<file path="config.mk">
export PLATFORM = sky130hd
export DESIGN_NAME = tick_driven_uart_8n1
export DESIGN_NICKNAME = d
export VERILOG_FILES = /design/src/design/tduart_pkg.sv /design/src/design/tick_driven_uart_8n1.sv /design/src/design/tduart_tx.sv /design/src/design/tduart_rx.sv
export SDC_FILE = /design/constraint.sdc
export NUM_CORES = 1
export LEC_CHECK = 0
export BUFFER_PORTS_ARGS = -buffer_cell sky130_fd_sc_hd__buf_2
export CAP_MARGIN = 20
export CORE_ASPECT_RATIO = 1.4
export CORE_MARGIN = 2
export CORE_UTILIZATION = 40
export DETAILED_ROUTE_END_ITERATION = 7
export GPL_ROUTABILITY_DRIVEN = 0
export PLACE_DENSITY_LB_ADDON = 0.15
export SLEW_MARGIN = 20
export SYNTH_ARGS = -nofsm -noshare
export SYNTH_HDL_FRONTEND = slang
export SYNTH_HIERARCHICAL = 1
export SYNTH_SLANG_ARGS = --single-unit
</file>
<file path="constraint.sdc">
create_clock -name clk_i -period 3 [get_ports clk_i]
set_input_delay 0.6 -clock clk_i [delete_from_list [all_inputs] [get_ports clk_i]]
set_output_delay 0.6 -clock clk_i [all_outputs]
set_load 0.02 [all_outputs]
</file>
<file path="src/design/tduart_pkg.sv">
// ----------------------------------------------------------------------------
// tduart_pkg
// Shared types and constants for the tick driven 8n1 uart.
// ----------------------------------------------------------------------------
package tduart_pkg;

  // default transmit buffer depth
  localparam int unsigned TxDepthDef = 16;

  // item opcodes
  localparam logic [1:0] OP_TICK  = 2'd0;
  localparam logic [1:0] OP_PUSH  = 2'd1;
  localparam logic [1:0] OP_START = 2'd2;

  // field widths
  localparam int unsigned OpW     = 2;
  localparam int unsigned ByteW   = 8;
  localparam int unsigned InDataW = 16;
  localparam int unsigned OutDataW = 16;

  // decoded command for one accepted transaction
  typedef struct packed {
    logic tick;
    logic push;
    logic start;
  } tduart_cmd_t;

endpackage

</file>
<file path="src/design/tick_driven_uart_8n1.sv">
// A result appears on the master side in the cycle after its transaction is accepted.
// Throughput: one item per cycle while the result register is free or drains; each item is a
// single state update of the tx sequencer and rx sampler followed by the result register.
// The slave side keeps accepting while a finished result waits, as long as the result register
// is empty or being drained in the same cycle.
// Reset (rst_ni low, asynchronous): line high, not busy, buffer empty, receiver waits for high.
// ----------------------------------------------------------------------------
// tick_driven_uart_8n1
// Full-duplex 8n1 uart stepped by bit tick items, with push and start items for
// the transmit buffer. One result per item.
// ----------------------------------------------------------------------------
module tick_driven_uart_8n1 #(
  parameter int unsigned TX_DEPTH = tduart_pkg::TxDepthDef
) (
  input  logic                              clk_i,
  input  logic                              rst_ni,
  input  logic                              s_axis_tvalid,
  output logic                              s_axis_tready,
  // [7:0] tx_byte, [8] rx_level, [15:9] zero
  input  logic [tduart_pkg::InDataW-1:0]    s_axis_tdata,
  // [1:0] opcode
  input  logic [tduart_pkg::OpW-1:0]        s_axis_tuser,
  output logic                              m_axis_tvalid,
  input  logic                              m_axis_tready,
  // [0] tx_level, [1] tx_busy, [2] rx_valid, [10:3] rx_byte, [15:11] zero
  output logic [tduart_pkg::OutDataW-1:0]   m_axis_tdata
);
  import tduart_pkg::*;

  logic                s_fire;
  tduart_cmd_t         cmd;
  logic                tx_line;
  logic                tx_busy;
  logic                rx_valid;
  logic [ByteW-1:0]    rx_byte;
  logic                out_valid_q;
  logic [OutDataW-1:0] out_data_q;

  // accept whenever the result register is free or drains now
  assign s_axis_tready = !out_valid_q || m_axis_tready;
  assign s_fire        = s_axis_tvalid && s_axis_tready;

  // opcode decode for the accepted transaction
  always_comb begin
    cmd = '0;
    if (s_fire) begin
      case (s_axis_tuser)
        OP_TICK:  cmd.tick  = 1'b1;
        OP_PUSH:  cmd.push  = 1'b1;
        OP_START: cmd.start = 1'b1;
        default:  cmd       = '0;
      endcase
    end
  end

  tduart_tx #(
    .TX_DEPTH (TX_DEPTH)
  ) u_tx (
    .clk_i  (clk_i),
    .rst_ni (rst_ni),
    .cmd_i  (cmd),
    .byte_i (s_axis_tdata[ByteW-1:0]),
    .line_o (tx_line),
    .busy_o (tx_busy)
  );

  tduart_rx u_rx (
    .clk_i   (clk_i),
    .rst_ni  (rst_ni),
    .tick_i  (cmd.tick),
    .level_i (s_axis_tdata[ByteW]),
    .valid_o (rx_valid),
    .byte_o  (rx_byte)
  );

  // result register valid
  always_ff @(posedge clk_i or negedge rst_ni) begin
    if (!rst_ni) begin
      out_valid_q <= 1'b0;
    end else if (s_axis_tready) begin
      out_valid_q <= s_axis_tvalid;
    end
  end

  // result register payload
  always_ff @(posedge clk_i) begin
    if (s_fire) begin
      out_data_q <= {(OutDataW - ByteW - 3)'(0), rx_byte, rx_valid, tx_busy, tx_line};
    end
  end

  assign m_axis_tvalid = out_valid_q;
  assign m_axis_tdata  = out_data_q;

  // every accepted transaction shows up as a result next cycle
  a_fire_to_out: assert property (@(posedge clk_i) disable iff (!rst_ni)
    s_fire |=> m_axis_tvalid)
    else $error("accepted transaction produced no result");

  // rx valid only reported for tick transactions
  a_rx_valid_tick: assert property (@(posedge clk_i) disable iff (!rst_ni)
    rx_valid |-> (s_fire && s_axis_tuser == OP_TICK))
    else $error("rx valid on a non-tick transaction");

  // a waiting result is not overwritten
  a_no_overwrite: assert property (@(posedge clk_i) disable iff (!rst_ni)
    (out_valid_q && !m_axis_tready) |-> !s_fire)
    else $error("result register overwritten while stalled");

endmodule

</file>
<file path="src/design/tduart_tx.sv">
// ----------------------------------------------------------------------------
// tduart_tx
// Transmit side: byte buffer, start control and the per-tick line sequencer.
// ----------------------------------------------------------------------------
module tduart_tx #(
  parameter int unsigned TX_DEPTH = tduart_pkg::TxDepthDef
) (
  input  logic                        clk_i,
  input  logic                        rst_ni,
  input  tduart_pkg::tduart_cmd_t     cmd_i,
  input  logic [tduart_pkg::ByteW-1:0] byte_i,
  output logic                        line_o,
  output logic                        busy_o
);
  import tduart_pkg::*;

  localparam int unsigned CW = $clog2(TX_DEPTH + 1);
  localparam int unsigned AW = (TX_DEPTH > 1) ? $clog2(TX_DEPTH) : 1;

  // sequencer phase codes
  localparam logic [2:0] PH_IDLE  = 3'd0;
  localparam logic [2:0] PH_CHECK = 3'd1;
  localparam logic [2:0] PH_LEAD  = 3'd2;
  localparam logic [2:0] PH_START = 3'd3;
  localparam logic [2:0] PH_DATA  = 3'd4;
  localparam logic [2:0] PH_STOP  = 3'd5;

  logic [2:0]    phase_q, phase_d;
  logic          busy_q, busy_d;
  logic [CW-1:0] pos_q, pos_d;
  logic [CW-1:0] cnt_q, cnt_d;
  logic [3:0]    bitn_q, bitn_d;
  logic          line_q, line_d;
  logic [CW-1:0] pos_inc;
  logic          wr_en;

  logic [ByteW-1:0] mem [TX_DEPTH];
  logic [ByteW-1:0] rd_data_q;

  assign wr_en   = cmd_i.push && !busy_q && (cnt_q < CW'(TX_DEPTH));
  assign pos_inc = pos_q + CW'(1);

  // buffer write on push while idle and not full, registered read of the byte in flight
  always_ff @(posedge clk_i) begin
    if (wr_en) begin
      mem[cnt_q[AW-1:0]] <= byte_i;
    end
    rd_data_q <= mem[pos_q[AW-1:0]];
  end

  // next state for push, start and tick
  always_comb begin
    phase_d = phase_q;
    busy_d  = busy_q;
    pos_d   = pos_q;
    cnt_d   = cnt_q;
    bitn_d  = bitn_q;
    line_d  = line_q;
    if (wr_en) begin
      cnt_d = cnt_q + CW'(1);
    end
    if (cmd_i.start) begin
      busy_d = 1'b1;
    end
    if (cmd_i.tick) begin
      case (phase_q)
        PH_CHECK: begin
          if (cnt_q == '0) begin
            phase_d = PH_IDLE;
            busy_d  = 1'b0;
            cnt_d   = '0;
          end else begin
            phase_d = PH_LEAD;
          end
        end
        PH_LEAD: begin
          line_d  = 1'b1;
          phase_d = PH_START;
        end
        PH_START: begin
          line_d  = 1'b0;
          bitn_d  = '0;
          phase_d = PH_DATA;
        end
        PH_DATA: begin
          if (bitn_q < 4'd8) begin
            line_d = rd_data_q[bitn_q[2:0]];
            bitn_d = bitn_q + 4'd1;
          end else begin
            line_d  = 1'b1;
            phase_d = PH_STOP;
          end
        end
        PH_STOP: begin
          pos_d = pos_inc;
          if (pos_inc < cnt_q) begin
            phase_d = PH_LEAD;
          end else begin
            phase_d = PH_IDLE;
            busy_d  = 1'b0;
            cnt_d   = '0;
          end
        end
        default: begin
          phase_d = PH_IDLE;
          if (busy_q) begin
            pos_d   = '0;
            phase_d = PH_CHECK;
          end
        end
      endcase
    end
  end

  // state registers
  always_ff @(posedge clk_i or negedge rst_ni) begin
    if (!rst_ni) begin
      phase_q <= PH_IDLE;
      busy_q  <= 1'b0;
      pos_q   <= '0;
      cnt_q   <= '0;
      bitn_q  <= '0;
      line_q  <= 1'b1;
    end else begin
      phase_q <= phase_d;
      busy_q  <= busy_d;
      pos_q   <= pos_d;
      cnt_q   <= cnt_d;
      bitn_q  <= bitn_d;
      line_q  <= line_d;
    end
  end

  // levels after this transaction
  assign line_o = line_d;
  assign busy_o = busy_d;

  // buffer fill never passes the depth
  a_cnt_bound: assert property (@(posedge clk_i) disable iff (!rst_ni)
    cnt_q <= CW'(TX_DEPTH))
    else $error("tx buffer count above depth");

  // a byte being sent lies inside the filled part of the buffer
  a_pos_in_range: assert property (@(posedge clk_i) disable iff (!rst_ni)
    (phase_q == PH_DATA) |-> (pos_q < cnt_q))
    else $error("tx position outside buffered bytes");

  // the sequencer only runs while busy
  a_busy_when_active: assert property (@(posedge clk_i) disable iff (!rst_ni)
    (phase_q != PH_IDLE) |-> busy_q)
    else $error("tx sequencer active while not busy");

endmodule

</file>
<file path="src/design/tduart_rx.sv">
// ----------------------------------------------------------------------------
// tduart_rx
// Receive side: start detection, eight data samples and stop check per tick.
// ----------------------------------------------------------------------------
module tduart_rx (
  input  logic                         clk_i,
  input  logic                         rst_ni,
  input  logic                         tick_i,
  input  logic                         level_i,
  output logic                         valid_o,
  output logic [tduart_pkg::ByteW-1:0] byte_o
);
  import tduart_pkg::*;

  // receiver phase codes
  localparam logic [1:0] PH_WAIT_HIGH  = 2'd0;
  localparam logic [1:0] PH_WAIT_START = 2'd1;
  localparam logic [1:0] PH_DATA       = 2'd2;

  logic [1:0]       phase_q, phase_d;
  logic [3:0]       bitn_q, bitn_d;
  logic [ByteW-1:0] shift_q, shift_d;
  logic [ByteW-1:0] held_q, held_d;
  logic             valid;

  // next state on a tick
  always_comb begin
    phase_d = phase_q;
    bitn_d  = bitn_q;
    shift_d = shift_q;
    held_d  = held_q;
    valid   = 1'b0;
    if (tick_i) begin
      case (phase_q)
        PH_WAIT_START: begin
          if (!level_i) begin
            bitn_d  = '0;
            phase_d = PH_DATA;
          end
        end
        PH_DATA: begin
          if (bitn_q < 4'd8) begin
            shift_d[bitn_q[2:0]] = level_i;
            bitn_d = bitn_q + 4'd1;
          end else begin
            if (level_i) begin
              held_d = shift_q;
              valid  = 1'b1;
            end
            phase_d = PH_WAIT_START;
          end
        end
        default: begin
          phase_d = level_i ? PH_WAIT_START : PH_WAIT_HIGH;
        end
      endcase
    end
  end

  // control state
  always_ff @(posedge clk_i or negedge rst_ni) begin
    if (!rst_ni) begin
      phase_q <= PH_WAIT_HIGH;
      bitn_q  <= '0;
      held_q  <= '0;
    end else begin
      phase_q <= phase_d;
      bitn_q  <= bitn_d;
      held_q  <= held_d;
    end
  end

  // data shifter
  always_ff @(posedge clk_i) begin
    shift_q <= shift_d;
  end

  assign valid_o = valid;
  assign byte_o  = held_d;

  // sample counter stays within one byte plus stop
  a_bitn_bound: assert property (@(posedge clk_i) disable iff (!rst_ni)
    bitn_q <= 4'd8)
    else $error("rx bit counter out of range");

  // a received byte is only reported on a tick
  a_valid_on_tick: assert property (@(posedge clk_i) disable iff (!rst_ni)
    valid |-> (tick_i && phase_q == PH_DATA && bitn_q == 4'd8))
    else $error("rx valid outside stop sample");

  // held byte changes only with a good stop bit
  a_held_stable: assert property (@(posedge clk_i) disable iff (!rst_ni)
    !valid |=> $stable(held_q))
    else $error("rx held byte changed without a received byte");

endmodule

</file>
==> flow_metrics.tcl, run 1 <==
set metrics [dict create \
    tightest_slew_ps 803 \
    start_util_pct 40.7 \
    ios 40 \
    crit_family "simple AND/OR/NAND/NOR gates" \
    grt_setup_unrepaired "no" \
    period_share_pct 85.0 \
    grt_usage_pct 15.7 \
    diodes 0 \
    rows 60 \
    hold_viol 0 \
    cp.required_ps 3170 \
    ys.flop_type "edfxtp_1" \
    critPathArrivalTime_ps 2720 \
    clk_pin_slew_worst_paths_ps 70 \
    status "complete, no violations" \
    htreeDepth 4 \
    r2r_cells 8 \
    synth_cells 462 \
    ys_warn_count 6 \
    routedWlPerCell_um 19.3 \
    ys_seq_elements 189 \
    seq_area_frac_synth_pct 69.6 \
    timing.rr.start "u_tx/pos_q[2]" \
    cap_violations 0 \
    fmax_mhz 392 \
    setup_tns_ps 0 \
    fp.coreArea_mm2 0.0191 \
    hpwlAfterDp_mm 9.94 \
    period_needed_ps 2550 \
    syn_to_final_growth_pct 13.8 \
    drt-total-wl_mm 14.9 \
    cts-root-buf "clkbuf_16" \
    reg2reg_setup_slack_ps 450 \
    cp.depth 8 \
    critPathBufInv 0 \
    crit_slowest_cell "and2_1" \
    postSynth.asyncResetShare_pct 18.0 \
    drive_gt1_share_pct 27.3 \
    ant_nets 0 \
    grt_first_pass_wirelength_mm 23.9 \
    num_vias 4063 \
    cp-startpoint "u_tx/pos_q[2]" \
    peakVddDrop_mv 0.369 \
    worst_setup_path_end_kind "flop" \
    slew_violations 0 \
    grt.overflow.total 0 \
    drc 0 \
    crit_path_end "m_axis_tdata[1]" \
    min_path_type "in -> async" \
    hold_buffers 0 \
    antenna_found_initial 0 \
    timing.rr.end "m_axis_tdata[1]" \
    multi_input_area_mm2 0.00216 \
    first_iter_violations 313 \
    fill_cells 1668 \
    path_cells "and2_1 > nand2_1 > xnor2_1 > ha_1 > and2b_2 > a32oi_1 > and3_1 > nor2_1" \
    setup_violations 0 \
    tritoncts "yes" \
    grt_start_max_net_pins 35 \
    die-area_mm2 0.0206 \
    p_leak_nw 3.19 \
    powerDensity_mw_per_mm2 697 \
    chipHeight_um 169 \
    synth.avg_cell_area_um2 16.9 \
    grt_pass1_vias 4353 \
    clock_path_buffers 2 \
    maxSlewHeadroom_pct 46.4 \
    critical-path-max-stage-delay_ps 460 \
    numCtsBuffers 17 \
    worstSetupStartpointType "flop" \
    cts-resized-gates 0 \
    netlist_area_mm2 0.00779 \
    pre_cts_ws_ps 465 \
    viasPerCell 5.26 \
    finalNetCount 547 \
    clkLatencyLatePin_ps 430 \
    setup_ws_ps 450 \
    synth-edff-count 147 \
    numPortBuffers 27 \
    cp_max_fo 9 \
    clock_skew_ps 7.98 \
    register_area_mm2 0.00543 \
    critPathKind "reg -> reg" \
    drt_first_pass_iters 4 \
    cts_setup_buffers 0 \
    clock-sinks 189 \
    ys_types 62 \
    die_x_um 122 \
]
synthesized netlist by cell type (all sizes together), types with 4 or more instances:
cell / n / area [um^2]
xnor2: 5 / 43.8
dfrtp: 33 / 826
edfxtp: 147 / 4410
nor2: 34 / 128
nand2b: 8 / 60.1
clkbuf: 10 / 47.5
ha: 14 / 175
mux2: 10 / 116
a21oi: 7 / 35.0
mux4: 34 / 766
nand2: 29 / 109
a32o: 4 / 40.0
buf: 17 / 131
nand4: 4 / 31.3
dfxtp: 8 / 160
and3: 4 / 25.0
inv: 12 / 45.0
nor3: 8 / 40.0
a22oi: 16 / 120
o21ai: 15 / 78.8
where the power goes:
| group | leakage [nW] | total, mW | internal, mW | switching [mW] |
|---|---|---|---|---|
| Clock | 0.298 | 2.27 | 1.27 | 1.01 |
| Combinational | 1.06 | 0.803 | 0.376 | 0.427 |
| Sequential | 1.83 | 3.11 | 2.94 | 0.172 |
| Total | 3.19 | 6.19 | 4.58 | 1.61 |
layout by cell type (no fill, tap or decap), types with 2 or more instances in the layout:
master / n
ha_1: 14
nand3b_1: 3
dfxtp_1: 8
nand2b_1: 6
o21ai_0: 14
a21oi_1: 7
mux2i_1: 3
and3b_2: 2
conb_1: 5
clkinv_4: 2
nand4_1: 3
and2_2: 2
xnor2_1: 5
and3_1: 4
mux2_2: 9
nor2b_1: 3
nor3_1: 8
mux4_2: 34
a32o_1: 4
nor3b_1: 2
inv_1: 12
bufinv_16: 2
a22oi_1: 16
inv_8: 4
clkbuf_16: 17
edfxtp_1: 147
inv_6: 5
dfrtp_1: 32
nand3_1: 2
and4b_1: 2
nor2_1: 34
buf_4: 26
buf_2: 27
nand2_1: 29
how the worst min path moves through the flow:
| stage | to | slack [ps] | cells after the start |
|---|---|---|---|
| floorplan | m_axis_tvalid | 300 | 0 |
| global placement | u_rx/held_q[0] | 480 | 1 |
| detailed placement | u_rx/held_q[1] | 480 | 1 |
| CTS | u_rx/held_q[0] | 280 | 1 |
| global route | u_rx/held_q[1] | 290 | 1 |
| finish | u_rx/held_q[1] | 250 | 1 |
state kept, by name, indices dropped and copies added (netlist names):
signal / count
u_tx/phase_q: 3
u_tx/mem: 128
m_axis_tvalid: 1
u_rx/bitn_q: 4
u_tx/cnt_q: 5
u_tx/line_q: 1
u_tx/bitn_q: 4
u_tx/busy_q: 1
u_tx/pos_q: 5
m_axis_tdata: 11
u_tx/rd_data_q: 8
u_rx/shift_q: 8
u_rx/phase_q: 2
u_rx/held_q: 8
layer usage:
metal  wire, um  GRT usage, %
met5          0             0
met4        232          5.80
met3        518          3.60
met2       8010          27.3
met1       6120          18.9
worst reg2reg max path, delay by kind of cell (launching register included):
kind            cells  cell delay (ps)
compound gates      1              220
fa+ha+maj           1              180
simple gates        5             1240
flops               1              450
xor+xnor            1              210
final cells by class:
class,instances,share of cell area [%]
clock buffer,18,4.84
clock inverter,14,1.93
inverter,12,0.508
multi-input combinational,238,24.3
sequential,189,61.2
tap,248,3.50
timing repair buffer,53,3.72
stage by stage:
step / hold slack, ps / util [%] / instances / total power, mW / instance area [um^2]
finish: 246 / 46.3 / 772 / 6.19 / 8870
global route: 291 / 46.3 / 772 / 6.47 / 8870
CTS: 281 / 46.3 / 772 / 6.26 / 8870
detailed placement: 482 / 43.2 / 740 / 3.98 / 8270
global placement: 475 / 43.2 / 740 / 3.95 / 8270
floorplan: 304 / - / 466 / 3.78 / 7810
kinds of logic (layout without fill, tap and decap cells):
kind of cell / after synthesis / in the layout / share of synthesized area (%)
AO/OA/AOI/OAI: 53 / 53 / 4.91
XOR/XNOR: 6 / 6 / 0.674
adder cells (fa/ha/maj): 14 / 14 / 2.25
buffers and inverters: 39 / 97 / 2.87
flip-flops: 189 / 189 / 69.6
multiplexers: 47 / 47 / 11.7
other: 1 / 5 / 0.0481
AND/OR/NAND/NOR: 113 / 113 / 7.90
Power figures use the tool's default switching activity.
==> inputs of run 2 (changes only) <==
--- a/config.mk
+++ b/config.mk
@@ -12,7 +12,7 @@
 export CORE_UTILIZATION = 40
 export DETAILED_ROUTE_END_ITERATION = 7
 export GPL_ROUTABILITY_DRIVEN = 0
-export PLACE_DENSITY_LB_ADDON = 0.15
+export PLACE_DENSITY = 0.64
 export SLEW_MARGIN = 20
 export SYNTH_ARGS = -nofsm -noshare
 export SYNTH_HDL_FRONTEND = slang
==> flow_metrics.tcl, run 2 (same netlist as run 1, synthesis figures left out) <==
set metrics [dict create \
    status "complete, no violations" \
    cts_setup_buffers 0 \
    clk_pin_slew_worst_paths_ps 70 \
    grt.overflow.total 0 \
    final_common_cell "edfxtp_1" \
    hold_viol 0 \
    drive_gt1_share_pct 26.4 \
    critPathArrivalTime_ps 2700 \
    grt_setup_unrepaired "no" \
    clock_skew_ps 15.4 \
    start_util_pct 40.7 \
    grt_start_max_net_pins 35 \
    min_path_type "in -> async" \
    final_cell_mix "edfxtp_1 (147), nor2_1 (34), mux4_2 (34), dfrtp_1 (32), nand2_1 (29)" \
    setup_violations 0 \
    hold_ws_ps 248 \
    cts-root-buf "clkbuf_16" \
    multi_input_area_mm2 0.00216 \
    crit_family "simple AND/OR/NAND/NOR gates" \
    critPathKind "reg -> reg" \
    clock-sinks 189 \
    drc 0 \
    tightest_slew_ps 793 \
    worstSetupStartpointType "flop" \
    setup_tns_ps 0 \
    slew_violations 0 \
    viasPerCell 5.23 \
    peakVddDrop_mv 0.357 \
    path_cells "and2_1 > nand2_1 > xnor2_1 > ha_1 > and2b_2 > a32oi_1 > and3_1 > nor2_1" \
    grt_usage_pct 15.4 \
    critPathBufInv 0 \
    cap_violations 0 \
    routedWlPerCell_um 19.2 \
    maxSlewHeadroom_pct 47.1 \
    register_area_mm2 0.00543 \
    die-area_mm2 0.0206 \
    powerDensity_mw_per_mm2 679 \
    grt_first_pass_wirelength_mm 23.7 \
    p_leak_nw 3.13 \
    period_share_pct 84.6 \
    period_needed_ps 2540 \
    clkLatencyLatePin_ps 430 \
    ant_nets 0 \
    crit_slowest_cell "dfrtp_1" \
    reg2reg_setup_slack_ps 460 \
    htreeDepth 4 \
    die_x_um 122 \
    tritoncts "yes" \
    numCtsBuffers 17 \
    rows 60 \
    hold_buffers 0 \
    cts-resized-gates 0 \
    largest_reg_flops 128 \
    diodes 0 \
    fmax_mhz 394 \
    fill_cells 1699 \
    finalNetCount 543 \
    num_vias 4007 \
    first_iter_violations 291 \
    drt_first_pass_iters 4 \
    hpwlAfterDp_mm 9.83 \
    cp.required_ps 3160 \
    fp.coreArea_mm2 0.0191 \
    ios 40 \
    chipHeight_um 169 \
    antenna_found_initial 0 \
    worst_setup_path_end_kind "flop" \
    drt-total-wl_mm 14.7 \
    syn_to_final_growth_pct 12.6 \
    clock_path_buffers 2 \
    numPortBuffers 27 \
    critical-path-max-stage-delay_ps 470 \
    grt_pass1_vias 4277 \
    cp_max_fo 9 \
]
==> run 2: cell types whose count changed in the layout (fill, tap and decap cells not counted) <==
cell,before,now
inv_8,4,2
bufinv_16,2,0
clkbuf_1,1,0
clkinvlp_4,0,1
buf_4,26,22
inv_6,5,6
clkinv_1,0,1
==> run 2: final cells by class <==
type | count | share of cell area [%]
clock buffer | 17 | 4.85
clock inverter | 13 | 1.24
inverter | 12 | 0.513
multi-input combinational | 238 | 24.6
sequential | 189 | 61.9
tap | 248 | 3.54
timing repair buffer | 49 | 3.42
==> run 2: layer usage <==
metal	GRT usage, %	up-vias	share of wire (%)
met5	0	-	0
met4	5.30	0	1.2
met3	2.99	13	3.7
met2	26.9	81	54
met1	19.1	2047	41
li1	-	1866	-
==> run 2: worst paths after layout <==
path                                startpoint              end  cells past startpoint
max in group asynchronous               rst_ni    u_tx/pos_q[0]                      1
worst min-delay path                    rst_ni   u_rx/held_q[3]                      1
worst max register to register   u_tx/pos_q[2]  m_axis_tdata[1]                      8
worst max-delay path             u_tx/pos_q[2]  m_axis_tdata[1]                      8
worst min register to register  u_rx/held_q[0]   u_rx/held_q[0]                      1
min in group clk_i               s_axis_tvalid    m_axis_tvalid                      2
==> run 2: metrics by stage <==
| stage | cells | total power [mW] | setup slack [ps] | instance area (um^2) | utilization (%) |
|---|---|---|---|---|---|
| after floorplan | 466 | 3.78 | 470 | 7810 | - |
| after global placement | 736 | 3.93 | 516 | 8240 | 43.0 |
| after detailed placement | 736 | 3.97 | 424 | 8240 | 43.0 |
| after CTS | 766 | 6.02 | 477 | 8770 | 45.8 |
| after global routing | 766 | 6.23 | 229 | 8770 | 45.8 |
| final | 766 | 5.96 | 463 | 8770 | 45.8 |
==> run 2: worst reg2reg max path, cell delays in order (launching register included) <==
cell and delay, ps:
dfrtp_1 470, and2_1 430, nand2_1 120, xnor2_1 220, ha_1 170, and2b_2 220
a32oi_1 210, and3_1 340, nor2_1 100
==> run 2: power breakdown <==
group	switching, mW	internal (mW)	total [mW]
sequential	0.164	2.94	3.10
combinational	0.432	0.377	0.809
clock	0.969	1.07	2.04
total	1.56	4.39	5.96
